===== src/hdl/lzw_pkg.sv =====
`timescale 1ns / 1ps
package lzw_pkg;
  localparam int DictEntries = 65536;
  localparam int CodeW = 16;
  localparam int SlotW = 17;
  localparam int HashSlots = 2 * DictEntries;
  localparam logic [8:0] FirstFree = 9'd257;
  localparam logic [4:0] MinBits = 5'd9;
  localparam logic [0:0] RegMaxBits = 1'b0;
  localparam logic [0:0] RegHeader = 1'b1;

  typedef struct packed {
    logic [7:0] data_byte;
    logic       last_byte;
  } in_item_t;

  typedef struct packed {
    logic [7:0] out_byte;
    logic       out_last;
  } out_item_t;

  // controller to datapath
  typedef struct packed {
    logic start;
    logic probe_next;
    logic insert;
    logic hit;
    logic miss;
    logic flush_code;
    logic push_hdr;
    logic [1:0] hdr_idx;
    logic push_acc;
    logic push_final;
    logic clear_step;
    logic finish;
  } lzw_cmd_t;

  // datapath to controller
  typedef struct packed {
    logic header_sent;
    logic prefix_valid;
    logic slot_empty;
    logic slot_match;
    logic acc_has_byte;
    logic clear_done;
    logic init_done;
  } lzw_stat_t;

  function automatic logic [4:0] eff_bits(input logic [4:0] m);
    if (m < MinBits) return MinBits;
    if (m > 5'd16) return 5'd16;
    return m;
  endfunction

  function automatic logic [SlotW-1:0] hash_slot(input logic [23:0] key);
    logic [31:0] p;
    p = 32'(key) * 32'd2654435761;
    return p[SlotW-1:0];
  endfunction
endpackage


===== src/hdl/lzw_ctrl.sv =====
`timescale 1ns / 1ps
module lzw_ctrl import lzw_pkg::*; (
  input  logic      clk,
  input  logic      rst,
  input  logic      in_valid,
  input  logic      in_last,
  input  logic      header_enable,
  input  lzw_stat_t stat,
  input  logic      out_valid,
  input  logic      out_ready,
  output logic      in_ready,
  output lzw_cmd_t  cmd
);
  localparam logic [3:0] S_IDLE = 4'd0, S_HDR = 4'd1, S_LOOK = 4'd2, S_CMP = 4'd3,
    S_DRAIN = 4'd4, S_FLUSH = 4'd5, S_FDRAIN = 4'd6, S_FINAL = 4'd7,
    S_CLR0 = 4'd8, S_CLR = 4'd9, S_WAIT = 4'd10;
  logic [3:0] state, state_next;
  logic [1:0] hdr, hdr_next;
  logic last, last_next, first, first_next;
  logic out_free;
  assign out_free = !out_valid || out_ready;

  always_comb begin
    state_next = state;
    hdr_next = hdr;
    last_next = last;
    first_next = first;
    cmd = '0;
    in_ready = state == S_IDLE && stat.init_done;
    unique case (state)
      S_IDLE: if (in_valid && stat.init_done) begin
        cmd.start = 1'b1;
        last_next = in_last;
        first_next = !stat.prefix_valid;
        hdr_next = 2'd0;
        state_next = (!stat.header_sent && header_enable) ? S_HDR : S_WAIT;
      end
      S_WAIT: state_next = first ? (last ? S_FLUSH : S_IDLE) : S_CMP;
      S_HDR: if (out_free) begin
        cmd.push_hdr = 1'b1;
        cmd.hdr_idx = hdr;
        hdr_next = hdr + 2'd1;
        if (hdr == 2'd2) state_next = S_WAIT;
      end
      S_LOOK: begin
        state_next = S_CMP;
      end
      S_CMP: begin
        if (stat.slot_match) begin
          cmd.hit = 1'b1;
          state_next = last ? S_FLUSH : S_IDLE;
        end else if (stat.slot_empty) begin
          cmd.insert = 1'b1;
          cmd.miss = 1'b1;
          state_next = S_DRAIN;
        end else begin
          cmd.probe_next = 1'b1;
          state_next = S_LOOK;
        end
      end
      S_DRAIN: if (stat.acc_has_byte) begin
        if (out_free) cmd.push_acc = 1'b1;
      end else state_next = last ? S_FLUSH : S_IDLE;
      S_FLUSH: begin
        cmd.flush_code = 1'b1;
        state_next = S_FDRAIN;
      end
      S_FDRAIN: if (stat.acc_has_byte) begin
        if (out_free) cmd.push_acc = 1'b1;
      end else state_next = S_FINAL;
      S_FINAL: if (out_free) begin
        cmd.push_final = 1'b1;
        state_next = S_CLR0;
      end
      S_CLR0: state_next = S_CLR;
      S_CLR: begin
        if (stat.clear_done) begin
          cmd.finish = 1'b1;
          state_next = S_IDLE;
        end else begin
          cmd.clear_step = 1'b1;
          state_next = S_CLR0;
        end
      end
      default: state_next = S_IDLE;
    endcase
  end

  always_ff @(posedge clk) begin
    if (rst) begin
      state <= S_IDLE;
      hdr <= '0;
      last <= 1'b0;
      first <= 1'b0;
    end else begin
      state <= state_next;
      hdr <= hdr_next;
      last <= last_next;
      first <= first_next;
    end
  end
endmodule


===== config.mk =====
export PLATFORM = sky130hd
export DESIGN_NAME = lzw_ctrl
export DESIGN_NICKNAME = d
export VERILOG_FILES = /design/src/hdl/lzw_pkg.sv /design/src/hdl/lzw_ctrl.sv
export SDC_FILE = /design/constraint.sdc
export NUM_CORES = 1
export LEC_CHECK = 0
export BUFFER_PORTS_ARGS = -buffer_cell sky130_fd_sc_hd__buf_2
export CAP_MARGIN = 15
export CORE_MARGIN = 1
export CORE_UTILIZATION = 43
export CTS_CLUSTER_SIZE = 20
export DETAILED_ROUTE_END_ITERATION = 16
export PLACE_DENSITY_LB_ADDON = 0.05
export SETUP_SLACK_MARGIN = 0.1
export SLEW_MARGIN = 5
export SYNTH_ARGS = -nofsm -noshare
export SYNTH_HDL_FRONTEND = slang
export SYNTH_SLANG_ARGS = --single-unit

===== constraint.sdc =====
create_clock -name clk -period 1.7 [get_ports clk]
set_input_delay 0.425 -clock clk [delete_from_list [all_inputs] [get_ports clk]]
set_output_delay 0.425 -clock clk [all_outputs]
set_load 0.01 [all_outputs]

-- Word level (Yosys, flattened, before mapping)
Index checks and enable logic that the tools add are counted.
- output and inout bits: 14
- register bits after elaboration: 8
- muxes and demuxes: 34
- add/subtract/negate cells: 1
- reduce and logical (&&, ||, !) cells: 13
- eq/ne operators: 17
- operator list (cell ; number):
    4-bit 2-to-1 mux ; 11
    4-bit case mux with 11 select lines ; 1
    4-bit by 3-bit == test with 1-bit output (second input constant) ; 4
    1-bit 2-to-1 mux ; 13
    4-bit == test (second input constant) ; 3
    3-bit 2-to-1 mux ; 4
    2-bit inequality test (second input constant) ; 5
    4-bit by 2-bit == test with 1-bit output (second input constant) ; 2
    2-bit 2-to-1 mux ; 4
    6-bit AND reduction ; 1
    4-bit by 1-bit == test with 1-bit output (second input constant) ; 1
    4-bit zero test ; 1
    2-bit case mux with 2 select lines ; 1
    1-bit logical AND ; 3
    1-bit zero test ; 3
    3-bit AND reduction ; 1
    2-bit by 1-bit adder with 2-bit output (second input constant) ; 1
    2-bit == test (second input constant) ; 1
    2-bit by 1-bit inequality test with 1-bit output (second input constant) ; 1
    2-bit AND reduction ; 1
    2-bit nonzero test ; 1
    2-bit OR reduction ; 1
    1-bit logical OR ; 1

-- Logic depth before layout (Yosys ltp)
- word-level depth: 5
- depth in mapped cells: 5
- mapped depth without buffers: 5

-- Least setup slack after synthesis
Ideal clock, no wire load.
- path kind: register to output
- start: register state[1]
- end: output cmd[5] in the netlist's numbering
- data required time: 1.275 ns
- setup slack: -0.088 ns
- arrival: 1.363 ns
- buffers on the path: 1
- cell stages (with the launch flop): 5
- path through: dfxtp_1 or4b_1 buf_6 nor2_2 and2_1
- RTL lines (what ; line ; source):
    from (decl) ; lzw_ctrl.sv:17 ; logic [3:0] state, state_next;
    from (signal assigned) ; lzw_ctrl.sv:96 ; state <= state_next;
    to (decl) ; lzw_ctrl.sv:12 ; output lzw_cmd_t cmd

==> flow_summary.json <==
{
  "outcome": "finished, violations left",
  "violations": "design-rule violations, negative setup slack",
  "ys_types": 41,
  "rrSetupSlack_ns": 0.01,
  "firstDrtPassIters": 10,
  "cts.sinks": 8,
  "place_inst": 145,
  "maxSlewHeadroom_pct": 67.8,
  "start_kind": "flip-flop",
  "clock_skew_ns": 0.00226,
  "grt_max_degree": 17,
  "async_reset_ff_share_pct": 0,
  "p_leak_nw": 0.542,
  "htree_num_levels": 1,
  "n_fill_cell": 110,
  "ys_seq_area_share_pct": 21.3,
  "period_needed_ns": 1.89,
  "peakVddDrop_uv": 916,
  "grt-ovfl-total": 0,
  "finalHoldViolations": 0,
  "multi_input_area_sq_um": 606,
  "drive_above_1_share_pct": 57.2,
  "gp_congestion": 0.938,
  "cts_tree": "done",
  "drc": 2,
  "clockBufferDepth": 2,
  "ys_ff_latch": 8,
  "fin_cells": 161,
  "synth_fp_nets": 113,
  "numCtsBuffers": 3,
  "synth_edf_count": 0,
  "worst_ep_arrival_time_ns": 1.47,
  "antenna_found_initial": 0,
  "port_buffers": 27,
  "ctsHoldBuffers": 0,
  "synth.top_cells.by_area": "dfxtp_1 (21%), nor2_1 (5.0%), a21oi_1 (4.7%), buf_6 (4.5%), inv_1 (3.5%)",
  "wirelength_mm": 2.34,
  "fin_crit_sh_pct": 111,
  "yosysTopAreaCell": "dfxtp_1",
  "drtIter0Drc": 29,
  "syn_area_per_cell_sq_um": 7.66,
  "final_area_sq_um": 1210,
  "cp_max_fo": 6,
  "place_area_sq_um": 935,
  "fin_total_pwr_w": 0.00151,
  "fmax_mhz": 528,
  "timing.hold.ws_ns": 0.338,
  "cp-end-kind": "output pin",
  "ys.flop_type": "dfxtp_1",
  "wl_per_cell_microns": 14.5,
  "die_area_sq_um": 1920,
  "insertion_delay_ns": 0.26,
  "setup-violations-final": 14,
  "worstPathCellList": "buf_6, or2b_4, nor4_4, buf_2",
  "crit_buf_inv": 2,
  "final_cell_mix": "buf_2 (23), buf_4 (17), buf_6 (10)",
  "dieHeight_microns": 43.8,
  "dp_hpwl_mm": 1.45,
  "root_buffer": "clkbuf_4",
  "grt_pass1_vias": 819,
  "synthCells": 98,
  "drtAntennaViolNets": 0,
  "slew_violations": 0,
  "dieWidth_microns": 43.8,
  "io_pins": 28,
  "floorplan.initialDensity_pct": 47.6,
  "yosysTopAreaCellShare_pct": 21.3,
  "grt_setup_unrepaired": "yes",
  "nets": 162,
  "setup_ws_ns": -0.194,
  "mostFrequentLayoutCell": "buf_2",
  "gr-usage-all-layers_pct": 24.4,
  "fin_util_pct": 76.9,
  "vias_per_cell": 5.81,
  "cellPowerDensity_nw_per_um2": 1250,
  "path_clk_slew_ns": 0.06,
  "core_area_sq_um": 1580,
  "worst_pin_slew_ns": 0.482,
  "grt_pass1_wl_mm": 3.55,
  "critPathKind": "reg2out",
  "via_count": 935,
  "diodes": 0,
  "netlist_area_sq_um": 751,
  "slowest_delay_ns": 0.35,
  "core.rowCount": 14,
  "slowest_stage": "dfxtp_2",
  "area_growth_pct": 61.5,
  "crit_family": "simple AND/OR/NAND/NOR gates",
  "hold_class": "in2reg",
  "yosysWarnings": 0,
  "seq_area_sq_um": 163,
  "required_ns": 1.27,
  "cap_violations": 0
}
-- per-layer routing --
layer / global-route usage, % / wire, microns / vias up / share of wire (%)
li1: - / - / 458 / -
met1: 31.6 / 1070 / 435 / 46
met2: 41.5 / 1130 / 42 / 48
met3: 5.42 / 136 / 0 / 5.8
met4: 4.38 / 0 / 0 / 0
met5: 0 / 0 / - / 0
-- flip-flops by register name (all words and copies together), names as in the netlist --
| register | flops |
|---|---|
| first | 1 |
| hdr | 2 |
| last | 1 |
| state | 4 |
-- synth_stat cells (2+ instances only) --
cell,instances
nand2b_1,3
a211oi_2,2
inv_1,7
a21oi_1,7
a31oi_1,3
and2_1,4
and3_1,3
dfxtp_1,8
o21ai_0,3
nor2b_1,3
or2b_1,2
a211oi_1,2
buf_6,3
buf_2,2
nor3_1,3
nor2_1,10
o31ai_1,3
nand2_1,5
nor4_1,3
-- cells by family after synthesis --
group | share of synthesized area (%)
buf+inv | 11.7
flops | 21.3
simple gates | 36.5
fa+ha+maj | 1.67
compound gates | 28.8
-- per-stage QoR --
step	TNS (ns)	setup WS (ns)
CTS	-1.45	-0.199
global placement	0	0.0179
finish	-1.63	-0.194
global route	-2.37	-0.235
detailed placement	-0.0238	-0.0238
floorplan	-0.0337	-0.0236
-- worst paths after layout --
path                                              end                  start  cells past startpoint
worst max-delay path                          cmd[11]  state[1]$_SDFFE_PP0P_                      4
worst min-delay path               first$_SDFFE_PP0P_                stat[5]                      2
worst max register to register  state[0]$_SDFFE_PP0P_  state[2]$_SDFFE_PP0P_                      6
worst min register to register     first$_SDFFE_PP0P_     first$_SDFFE_PP0P_                      2
-- where the power goes --
group          total, W  leakage [nW]  switching, W  internal, W
Clock          0.000153        0.0138     0.0000718    0.0000813
Combinational   0.00109         0.462      0.000531     0.000560
Sequential     0.000267        0.0660     0.0000323     0.000235
Total           0.00151         0.542      0.000635     0.000876
-- what timing repair did --
item                                    CTS  global route
pin swaps                                 9             6
resized for setup                        23            16
buffers inserted                          9             7
endpoints found under the setup margin   19            16
-- cell type report --
type / count / share of cell area (%)
Clock buffer: 3 / 1.86
Inverter: 7 / 2.58
Multi-Input combinational cell: 76 / 49.9
Sequential cell: 8 / 13.4
Tap cell: 16 / 1.65
Timing Repair Buffer: 51 / 30.5
Power figures use the tool's default switching activity.
